===== src/hw/rtl/dfs_edge_classifier_core_macros.svh =====
// ----------------------------------------------------------------------------
// DFS edge classifier assertion macros
// Same-cycle-implication and next-cycle-implication checks, disabled while rst_n is low.
// ----------------------------------------------------------------------------
`ifndef DFS_EDGE_CLASSIFIER_CORE_MACROS_SVH
`define DFS_EDGE_CLASSIFIER_CORE_MACROS_SVH

// cons must hold in the same cycle as ante
`define DFS_EC_ASSERT_HOLDS(label, clk, rst_n, ante, cons, msg) \
  label: assert property (@(posedge clk) disable iff (!rst_n) (ante) |-> (cons)) \
    else $error(msg);

// cons must hold in the cycle after ante
`define DFS_EC_ASSERT_NEXT(label, clk, rst_n, ante, cons, msg) \
  label: assert property (@(posedge clk) disable iff (!rst_n) (ante) |=> (cons)) \
    else $error(msg);

`endif


===== src/hw/rtl/dfs_ec_pkg.sv =====
// ----------------------------------------------------------------------------
// DFS edge classifier package
// Widths, codes, controller states and the controller/datapath command set.
// ----------------------------------------------------------------------------
package dfs_ec_pkg;

  localparam int MAX_NODES     = 1024;
  localparam int DEF_MAX_EDGES = 2048;
  localparam int NODE_W        = 10;
  localparam int CNT_W         = 11;
  localparam int KIND_W        = 4;

  localparam logic [CNT_W-1:0] NODE_CNT_RST = CNT_W'(MAX_NODES);

  typedef enum logic [1:0] {
    ACT_LOAD    = 2'd0,
    ACT_STEP    = 2'd1,
    ACT_RESTART = 2'd2,
    ACT_CLEAR   = 2'd3
  } act_t;

  typedef enum logic [KIND_W-1:0] {
    KIND_ACK    = 4'd0,
    KIND_START  = 4'd1,
    KIND_TREE   = 4'd2,
    KIND_BACK   = 4'd3,
    KIND_PARENT = 4'd4,
    KIND_CROSS  = 4'd5,
    KIND_FINISH = 4'd6,
    KIND_DONE   = 4'd7,
    KIND_REJECT = 4'd8
  } kind_t;

  typedef enum logic [1:0] {
    MARK_UNVISITED = 2'd0,
    MARK_FINISHED  = 2'd1,
    MARK_EXPLORED  = 2'd2
  } mark_t;

  typedef enum logic [3:0] {
    OP_NONE,
    OP_ACCEPT,
    OP_BEGIN,
    OP_CLR,
    OP_SCAN_RD,
    OP_SCAN_NEXT,
    OP_DONE,
    OP_START_RD,
    OP_START_WR,
    OP_TOP_RD,
    OP_TOP,
    OP_EDGE,
    OP_CLASSIFY,
    OP_LD_RD,
    OP_LD_W1,
    OP_LD_W2
  } dp_op_t;

  typedef enum logic [4:0] {
    ST_CLEAR,
    ST_IDLE,
    ST_BEGIN,
    ST_SCAN_RD,
    ST_SCAN_CHK,
    ST_START_RD,
    ST_START_WR,
    ST_TOP_RD,
    ST_TOP,
    ST_EDGE,
    ST_CLASSIFY,
    ST_LD_RD,
    ST_LD_W1,
    ST_LD_W2,
    ST_POST,
    ST_OUT
  } ctrl_state_t;

  typedef struct packed {
    act_t act;
    logic bad_load;
    logic depth_zero;
    logic sweep_end;
    logic mark_zero;
    logic cur_nil;
    logic clr_last;
    logic side;
  } dp_status_t;

endpackage


===== src/hw/rtl/dfs_ec_ctrl.sv =====
// ----------------------------------------------------------------------------
// DFS edge classifier controller
// Sequences loads, walk steps, clearing passes, sweeps and result transfer.
// ----------------------------------------------------------------------------
`include "dfs_edge_classifier_core_macros.svh"

module dfs_ec_ctrl
  import dfs_ec_pkg::*;
(
  input  logic       clk,
  input  logic       rst_n,
  input  logic       in_valid,
  output logic       in_ready,
  output logic       out_valid,
  input  logic       out_ready,
  input  dp_status_t status,
  output dp_op_t     op,
  output logic       out_load
);

  ctrl_state_t state_r, state_nxt;
  logic        pend_r, pend_nxt;
  logic        ctx_r, ctx_nxt;
  logic        out_valid_r, out_valid_nxt;
  logic        out_free;

  assign out_free  = !out_valid_r || out_ready;
  assign out_valid = out_valid_r;

  always_ff @(posedge clk) begin
    if (!rst_n) begin
      state_r     <= ST_CLEAR;
      pend_r      <= 1'b0;
      ctx_r       <= 1'b0;
      out_valid_r <= 1'b0;
    end else begin
      state_r     <= state_nxt;
      pend_r      <= pend_nxt;
      ctx_r       <= ctx_nxt;
      out_valid_r <= out_valid_nxt;
    end
  end

  always_comb begin
    state_nxt     = state_r;
    pend_nxt      = pend_r;
    ctx_nxt       = ctx_r;
    out_valid_nxt = out_valid_r && !out_ready;
    op            = OP_NONE;
    in_ready      = 1'b0;
    out_load      = 1'b0;
    unique case (state_r)
      ST_CLEAR: begin
        op = OP_CLR;
        if (status.clr_last) begin
          state_nxt = pend_r ? ST_POST : ST_IDLE;
        end
      end
      ST_IDLE: begin
        in_ready = 1'b1;
        if (in_valid) begin
          op        = OP_ACCEPT;
          state_nxt = ST_BEGIN;
        end
      end
      ST_BEGIN: begin
        op = OP_BEGIN;
        unique case (status.act)
          ACT_LOAD: state_nxt = status.bad_load ? ST_POST : ST_LD_RD;
          ACT_STEP: begin
            if (status.depth_zero) begin
              ctx_nxt   = 1'b1;
              state_nxt = ST_SCAN_RD;
            end else begin
              state_nxt = ST_TOP_RD;
            end
          end
          ACT_RESTART, ACT_CLEAR: begin
            pend_nxt  = 1'b1;
            state_nxt = ST_CLEAR;
          end
          default: state_nxt = ST_POST;
        endcase
      end
      ST_SCAN_RD: begin
        if (status.sweep_end) begin
          if (ctx_r) begin
            op        = OP_DONE;
            state_nxt = ST_POST;
          end else begin
            state_nxt = ST_OUT;
          end
        end else begin
          op        = OP_SCAN_RD;
          state_nxt = ST_SCAN_CHK;
        end
      end
      ST_SCAN_CHK: begin
        if (status.mark_zero) begin
          state_nxt = ctx_r ? ST_START_RD : ST_OUT;
        end else begin
          op        = OP_SCAN_NEXT;
          state_nxt = ST_SCAN_RD;
        end
      end
      ST_START_RD: begin
        op        = OP_START_RD;
        state_nxt = ST_START_WR;
      end
      ST_START_WR: begin
        op        = OP_START_WR;
        state_nxt = ST_POST;
      end
      ST_TOP_RD: begin
        op        = OP_TOP_RD;
        state_nxt = ST_TOP;
      end
      ST_TOP: begin
        op        = OP_TOP;
        state_nxt = status.cur_nil ? ST_POST : ST_EDGE;
      end
      ST_EDGE: begin
        op        = OP_EDGE;
        state_nxt = ST_CLASSIFY;
      end
      ST_CLASSIFY: begin
        op        = OP_CLASSIFY;
        state_nxt = ST_POST;
      end
      ST_LD_RD: begin
        op        = OP_LD_RD;
        state_nxt = ST_LD_W1;
      end
      ST_LD_W1: begin
        op        = OP_LD_W1;
        state_nxt = ST_LD_W2;
      end
      ST_LD_W2: begin
        op        = OP_LD_W2;
        state_nxt = status.side ? ST_POST : ST_LD_RD;
      end
      ST_POST: begin
        ctx_nxt   = 1'b0;
        state_nxt = status.depth_zero ? ST_SCAN_RD : ST_OUT;
      end
      ST_OUT: begin
        if (out_free) begin
          out_load      = 1'b1;
          out_valid_nxt = 1'b1;
          state_nxt     = ST_IDLE;
        end
      end
      default: state_nxt = ST_IDLE;
    endcase
  end

  `DFS_EC_ASSERT_HOLDS(a_top_nonempty, clk, rst_n, state_r == ST_TOP_RD, !status.depth_zero, "stack top read with empty stack")
  `DFS_EC_ASSERT_HOLDS(a_scan_in_range, clk, rst_n, state_r == ST_SCAN_CHK, !status.sweep_end, "sweep mark checked past node count")
  `DFS_EC_ASSERT_NEXT(a_clear_ends, clk, rst_n, state_r == ST_CLEAR && status.clr_last, state_r != ST_CLEAR, "clearing pass overran")
  `DFS_EC_ASSERT_NEXT(a_out_loaded, clk, rst_n, state_r == ST_OUT && out_free, out_valid_r && state_r == ST_IDLE, "result not presented after load")

endmodule


===== config.mk =====
export PLATFORM = sky130hd
export DESIGN_NAME = dfs_ec_ctrl
export DESIGN_NICKNAME = d
export VERILOG_FILES = /design/src/hw/rtl/dfs_ec_pkg.sv /design/src/hw/rtl/dfs_ec_ctrl.sv
export VERILOG_INCLUDE_DIRS = /design/src /design/src/hw/rtl
export SDC_FILE = /design/constraint.sdc
export NUM_CORES = 1
export LEC_CHECK = 0
export BUFFER_PORTS_ARGS = -buffer_cell sky130_fd_sc_hd__buf_4
export CAP_MARGIN = 5
export CELL_PAD_IN_SITES_DETAIL_PLACEMENT = 1
export CELL_PAD_IN_SITES_GLOBAL_PLACEMENT = 2
export CORE_ASPECT_RATIO = 1.5
export CORE_MARGIN = 10
export CORE_UTILIZATION = 24
export DETAILED_ROUTE_END_ITERATION = 6
export PLACE_DENSITY_LB_ADDON = 0.12
export SETUP_SLACK_MARGIN = 0.1
export SLEW_MARGIN = 30
export SYNTH_ARGS = -nofsm -noshare
export SYNTH_HDL_FRONTEND = slang
export SYNTH_SLANG_ARGS = --single-unit

===== constraint.sdc =====
create_clock -name clk -period 2.5 [get_ports clk]
set_clock_uncertainty 0.2 [all_clocks]
set_input_delay 0.375 -clock clk [delete_from_list [all_inputs] [get_ports clk]]
set_output_delay 0.375 -clock clk [all_outputs]
set_load 0.02 [all_outputs]

Word level (Yosys, flattened, before mapping):

Cells that the tools add are included.

* flip-flop bits (word level): 8
* input port bits: 13
* output and inout port bits: 7
* word-level logic and storage cells: 67

* equal/unequal tests: 23
* muxes and demuxes: 28
* reductions and logical operators: 12

Operator list (number)
* $pmux 5 s15: 1
* $pmux 4 s14: 1
* $eq 5x4->1 const B: 8
* $eq 5x3->1 const B: 4
* $mux 4: 5
* $mux 5: 4
* $mux 3: 6
* $pmux 5 s3: 1
* $eq 5x2->1 const B: 2
* $ne 2x2->1 const B: 5
* $mux 1: 9
* $reduce_and 3->1: 2
* $eq 5x1->1 const B: 1
* $logic_not 5->1: 1
* $eq 2x2->1 const B: 2
* $reduce_or 2->1: 2
* $eq 2x1->1 const B: 1
* $logic_not 1->1: 2
* $logic_not 2->1: 1
* $pmux 1 s2: 1
* $reduce_and 2->1: 1
* $reduce_bool 2->1: 1
* $logic_and 1x1->1: 1
* $logic_or 1x1->1: 1

Depth between registers and ports, before layout:

Gate-level depths: netlist (run 1).

* word-level depth: 4
* gate-level depth with buffers: 6

Least setup slack after synthesis (run 1):

OpenSTA, ideal clock, no wires.

* path type: reg2out
* start point: register state_r[1]
* end point: output port op[0]
* arrival: 1.246 ns
* setup slack: 0.679 ns
* stages on the path, launching flop included: 6
* cells stage by stage: dfxtp_1 buf_2 buf_2 o21ai_0 o21ai_0 a21oi_1

* cells in the longest elaborated chain, start to end: 2
* elaborated cells between the ends (all ways): 15
* those cells by class: eq/ne (13); mux (1); reduce/logical (1)

RTL lines
* from (decl): RTL line dfs_ec_ctrl.sv:21 `ctrl_state_t state_r, state_nxt;`
* from (signal assigned): RTL line dfs_ec_ctrl.sv:37 `state_r <= state_nxt;`
* $eq 5x4->1 (tied with other cells): RTL line dfs_ec_ctrl.sv:52 `unique case (state_r)`
* $pmux 4 s14 (*): RTL line dfs_ec_ctrl.sv:52
* to (decl): RTL line dfs_ec_ctrl.sv:17 `output dp_op_t op,`

Mark *: on every way between the ends. The rest lies on a longest branch, timed or not.

Worst setup path after layout (run 1):

* start point: register state_r[0]
* end point: output port op[0]

The elaborated chain is that of the path after synthesis.

==> metrics.md, run 1 <==
| Metric | Value |
|---|---|
| Status | `completed` |
| Logic pwr share | `58.7%` |
| Congestion Overflow GR | `0` |
| Net Sw Power | `443.7 uW` |
| Synth top cells by count | `14 x nand2_1, 10 x nor2_1, 10 x o21ai_0` |
| CTS Buf Count | `3` |
| Leakage | `0.0003646 uW` |
| Pin count of the biggest net entering global routing | `20` |
| DRC viols | `0` |
| Starting Density | `24.91%` |
| Mean Syn Cell Area | `6.973 um^2` |
| Iteration-0 DRC Markers | `13` |
| Critical Path AT | `1.57 ns` |
| Tot GR Track Use | `9.499%` |
| Port Buf Inserts | `19` |
| Area of the multi-input gates | `516.7 um^2` |
| Pre-Repair DR Iteration Count | `4` |
| Seq cells post-synth | `7` |
| Die ar. | `5626 um^2` |
| Synth Instances | `103` |
| CTS tree | `yes` |
| Max rail drop VDD | `330.3 uV` |
| Final HPWL DP | `2001 um` |
| Overall power | `926.5 uW` |
| EDFF count, synth | `0` |
| Routed wire per std cell | `15.52 um` |
| Routed Antenna Nets | `0` |
| Setup TNS | `0 ns` |
| Final net count | `136` |
| Power per cell area | `1002 nW/um^2` |
| Hold Vio Cnt, Final | `0` |
| Fmax | `465.9 MHz` |
| Post-Syn Area | `718.2 um^2` |
| Vias | `818` |
| Share of post-route cells with drive strength above 1 | `28.69%` |
| Register area share after synthesis | `19.51%` |
| Max Transition Viols Final | `0` |
| I/O pin cnt | `20` |
| Worst min path class | `in -> reg` |
| Post-DR vias/cell | `5.081` |
| Setup crit end kind | `primary output` |
| Antenna violations before repair | `0` |
| Synth Flop Type | `dfxtp_1` |
| Vias in the first global route | `866` |
| Critical path type | `reg -> out` |
| First-pass GRT wire length | `4181 um` |
| Die X | `64.67 um` |
| Antenna cells | `0` |
| Internal power | `482.8 uW` |
| Die H | `87 um` |
| Sequential Power Share | `23.6%` |
| Post-route setup slack | `0.3535 ns` |
| RSZ-0062 raised after global routing | `false` |
| Routed wire length | `2499 um` |
| Root Driver | `clkbuf_8` |
| Maxcap violations | `0` |
| # fillers | `391` |
| Cell with the most instances after synthesis | `nand2_1` |
| Max_slew headroom | `68.28%` |
| Max Fanout on Critical Path | `15` |
| Hold-fix buffers at CTS | `0` |
| Util after Layout | `32.07%` |
| Top post-synthesis cells by area | `dfxtp_1 20%, nand2_1 7.3%, o21ai_0 7.0%` |
| Sequential cell area | `141.4 um^2` |
| Final Setup Violations | `0` |
| Clk_lat worst skew | `0.23 ns` |
| Slew @ Worst Pin | `0.4752 ns` |
| Min Tclk post-route | `2.147 ns` |
| Row count | `24` |
| Core Region | `2883 um^2` |
| Net Sw Frac | `47.89%` |
| Synth top area share | `19.51%` |
| Synth cell types | `36` |
| WP data required | `1.92 ns` |
| Post-synth net total | `116` |
| Clock Power Share | `17.8%` |
| Final worst-path cycle share | `85.86%` |
| Synth async-reset ratio | `0%` |
| Clock sinks | `7` |
| Syn. warnings | `0` |
| Deepest clock path buffer count | `2` |
| RD Place Congestion | `0.7963` |
| Number of H-tree levels | `1` |
| Area leader, netlist | `dfxtp_1` |
| Worst setup SP type | `flop` |
| Synthesis-to-finish area growth | `28.75%` |
| Clock-pin slew on the worst setup and hold paths | `0.04 ns` |
| Pre-CTS setup slack | `0.4659 ns` |
-- metrics by stage --
| stage | std cells | cell area, um^2 | hold WS (ns) |
|---|---|---|---|
| 3_3_place_gp | 157 | 878.3 | 0.3575 |
| 4_1_cts | 161 | 923.4 | 0.1948 |
| 2_1_floorplan | 103 | 718.2 | 0.2808 |
| 6_report | 161 | 924.6 | 0.1973 |
| 5_1_grt | 161 | 924.6 | 0.1977 |
| 3_5_place_dp | 157 | 878.3 | 0.3646 |
-- power groups by stage --
stage               clock network, uW  logic [uW]  registers (uW)
floorplan                           0         444             160
global placement                    0         550             219
detailed placement                  0         550             219
CTS                               170         552             217
global route                      178         611             226
finish                            164         543             218
-- kinds of logic (layout without fill, tap and decap cells) --
kind of cell    Yosys count  after routing  share of synthesized area (%)
mux                       1              1                          1.394
simple gates             51             51                          37.98
flops                     7              7                          19.51
compound gates           33             33                          30.14
xor+xnor                  2              2                          2.439
buf+inv                   9             28                          8.537
-- per-layer routing --
layer,global-route usage [%],share of wire (%),vias to the layer above
met1,10.73,45,377
met5,0,0,-
met3,1.933,4.9,8
met2,15.38,46,27
met4,6.836,4.0,0
li1,-,-,406
-- sequential cells by signal (all words and copies together) (netlist names) --
signal and cells:
ctx_r 1, out_valid 1, state_r 4, pend_r 1
-- layout make-up --
class	instances	area share, %
flip-flops and latches	7	15.29
clock buffers	4	4.871
multi-input cells	87	55.89
repair buffers	22	17.86
inverters	2	0.8119
well taps	39	5.277
-- cell usage in the layout, fill, tap and decap left out, types with 2 or more instances in the layout --
master    Yosys  final
nand2b_1      6      6
nand3_1       6      6
a21oi_1       7      7
clkbuf_8      0      3
nand2_1      14     14
o21ai_1       2      2
dfxtp_1       7      6
xnor2_1       2      2
nor2_1       10     10
inv_1         2      2
nor4_1        2      2
buf_4         0     22
nor2b_1       4      4
a31oi_1       3      3
o21ai_0      10     10
-- worst max-delay path: stages (launching register included) --
cell     delay [ns]
dfxtp_1        0.61
nor2b_1        0.30
o21ai_0        0.11
o21ai_0        0.10
a21oi_1        0.06
buf_4          0.16
-- what timing repair did --
action | in CTS | in global routing
gates resized for setup | 0 | 1
setup buffers | 0 | 0
endpoints found under the setup margin | 0 | 1
-- final timing paths --
kind / start / to / slack [ns] / cells after the start
setup / recovery: state_r[0] / op[0] / 0.35 / 5
hold / removal: rst_n / out_valid / 0.20 / 2
setup reg to reg: state_r[0] / state_r[3] / 0.60 / 5
hold reg to reg: pend_r / pend_r / 0.37 / 2
Power figures use the tool's default switching activity.
==> inputs of run 2 (changes only) <==
==> constraint.sdc (replaced) <==
create_clock -name clk -period 2.4 [get_ports clk]
set_clock_uncertainty 0.2 [all_clocks]
set_input_delay 0 -clock clk [delete_from_list [all_inputs] [get_ports clk]]
set_output_delay 0 -clock clk [all_outputs]
set_load 0.02 [all_outputs]
==> run 2 against run 1 <==
Net effect: die area is the same; sequential cell count is the same; global-route usage grew 0.34 points; routed wire length rose by 4.1%; clock-buffer cell count is the same; sequential share of layout area down 1.5 points; largest cell class unchanged; largest power group unchanged.
==> metrics.md, run 2 (synthesis gave the netlist of run 1 again) <==
| Metric | Value |
|---|---|
| Status | `completed` |
| RSZ-0062 raised after global routing | `false` |
| Pin count of the biggest net entering global routing | `17` |
| Max Transition Viols Final | `0` |
| WP data required | `2.36 ns` |
| Largest register by flop count | `state_r` |
| Final HPWL DP | `2059 um` |
| Vias in the first global route | `919` |
| Tot GR Track Use | `9.842%` |
| Fmax | `479.5 MHz` |
| Post-route setup slack | `0.3143 ns` |
| CTS tree | `yes` |
| Max reg flops | `4` |
| Post-CTS Resized | `0` |
| Deepest clock path buffer count | `2` |
| Most common cell after layout, fill and taps aside | `buf_4` |
| Worst min path class | `in -> reg` |
| Pre-Repair DR Iteration Count | `4` |
| RD Place Congestion | `0.8187` |
| # fillers | `388` |
| Post-DR vias/cell | `4.941` |
| Clk_lat worst skew | `0.23 ns` |
| Power per cell area | `962.3 nW/um^2` |
| Routed wire length | `2602 um` |
| Slew @ Worst Pin | `0.6235 ns` |
| Pre-CTS setup slack | `0.4983 ns` |
| R2r startpoint | `state_r[1]` |
| First-pass GRT wire length | `4471 um` |
| Routed wire per std cell | `15.31 um` |
| Antenna violations before repair | `0` |
| Die X | `64.67 um` |
| Leakage | `0.0004018 uW` |
| Share of post-route cells with drive strength above 1 | `25.95%` |
| Die H | `87 um` |
| Critical R2R Capture | `ctx_r` |
| Max rail drop VDD | `368.1 uV` |
| Number of H-tree levels | `1` |
| Crit path to | `ctx_r` |
| Root Driver | `clkbuf_8` |
| Congestion Overflow GR | `0` |
| Maxcap violations | `0` |
| Path depth of the worst reg2reg path | `5` |
| Setup slack, reg-to-reg | `0.31 ns` |
| Row count | `24` |
| Most frequent cells in the layout | `22 x buf_4, 14 x nand2_1, 10 x nor2_1, 10 x o21ai_0, 9 x dlygate4sd3_1` |
| Final worst-path cycle share | `86.90%` |
| Iteration-0 DRC Markers | `23` |
| Die ar. | `5626 um^2` |
| Setup crit end kind | `flop` |
| Critical path origin | `state_r[1]` |
| Max_slew headroom | `58.37%` |
| Worst Hold Margin | `0.02981 ns` |
| Area of the multi-input gates | `516.7 um^2` |
| Min Tclk post-route | `2.086 ns` |
| I/O pin cnt | `20` |
| Clock-pin slew on the worst setup and hold paths | `0.04 ns` |
| Critical Path AT | `2.05 ns` |
| CTS Buf Count | `3` |
| Core Region | `2883 um^2` |
| Vias | `840` |
| Final Setup Violations | `0` |
| DRC viols | `0` |
| Routed Antenna Nets | `0` |
| Critical path type | `reg -> reg` |
| Worst setup SP type | `flop` |
| Antenna cells | `0` |
| Port Buf Inserts | `19` |
| Starting Density | `24.91%` |
| Max Fanout on Critical Path | `16` |
| Clock sinks | `7` |
| Setup TNS | `0 ns` |
| Final net count | `145` |
| Sequential cell area | `140.1 um^2` |
| Synthesis-to-finish area growth | `41.11%` |
| Hold Vio Cnt, Final | `0` |
run 2: critical path, stage by stage, from the launching register on:
cell	delay [ns]
dfxtp_1	0.63
nand2b_1	0.16
nor4_2	0.21
nand3_1	0.10
dlygate4sd3_1	0.56
a21boi_1	0.14
run 2: area by class of cell:
cell class,count,share of cell area [%]
Sequential cell,7,13.83
Clock buffer,4,4.444
Multi-Input combinational cell,87,50.99
Inverter,2,0.7407
Timing Repair Buffer,31,25.19
Tap cell,39,4.815
run 2: stage by stage:
stage | cell area [um^2] | instances | utilization, % | power [uW]
finish | 1013 | 170 | 35.16 | 975.3
CTS | 1013 | 170 | 35.16 | 987.1
global route | 1013 | 170 | 35.16 | 1070
detailed placement | 878.3 | 157 | 30.47 | 799.5
floorplan | 718.2 | 103 | - | 628.9
global placement | 878.3 | 157 | 30.47 | 803.1
run 2: metal layers:
metal | part of all wire [%] | track usage (%) | vias to the layer above
li1 | - | - | 428
met1 | 43 | 10.90 | 389
met2 | 51 | 16.82 | 18
met3 | 4.5 | 3.093 | 5
met4 | 1.5 | 4.102 | 0
met5 | 0 | 0 | -
run 2: worst min-delay path by stage:
stage / from / end / slack (ns) / depth (start not counted)
detailed placement: rst_n / out_valid / 0.06 / 2
global route: status[7] / state_r[0] / 0.07 / 4
floorplan: rst_n / out_valid / -0.08 / 1
CTS: status[4] / state_r[1] / 0.04 / 5
global placement: rst_n / out_valid / 0.06 / 2
finish: status[4] / state_r[1] / 0.03 / 5
run 2: where the power goes:
| group | internal (uW) | total, uW | switching [uW] |
|---|---|---|---|
| Clock | 116 | 174 | 58.9 |
| Sequential | 143 | 210 | 66.1 |
| Combinational | 252 | 591 | 340 |
run 2: timing repair:
action | in CTS | in global routing
setup buffers | 0 | 0
hold buffers | 9 | 0
hold endpoints to repair | 7 | 0
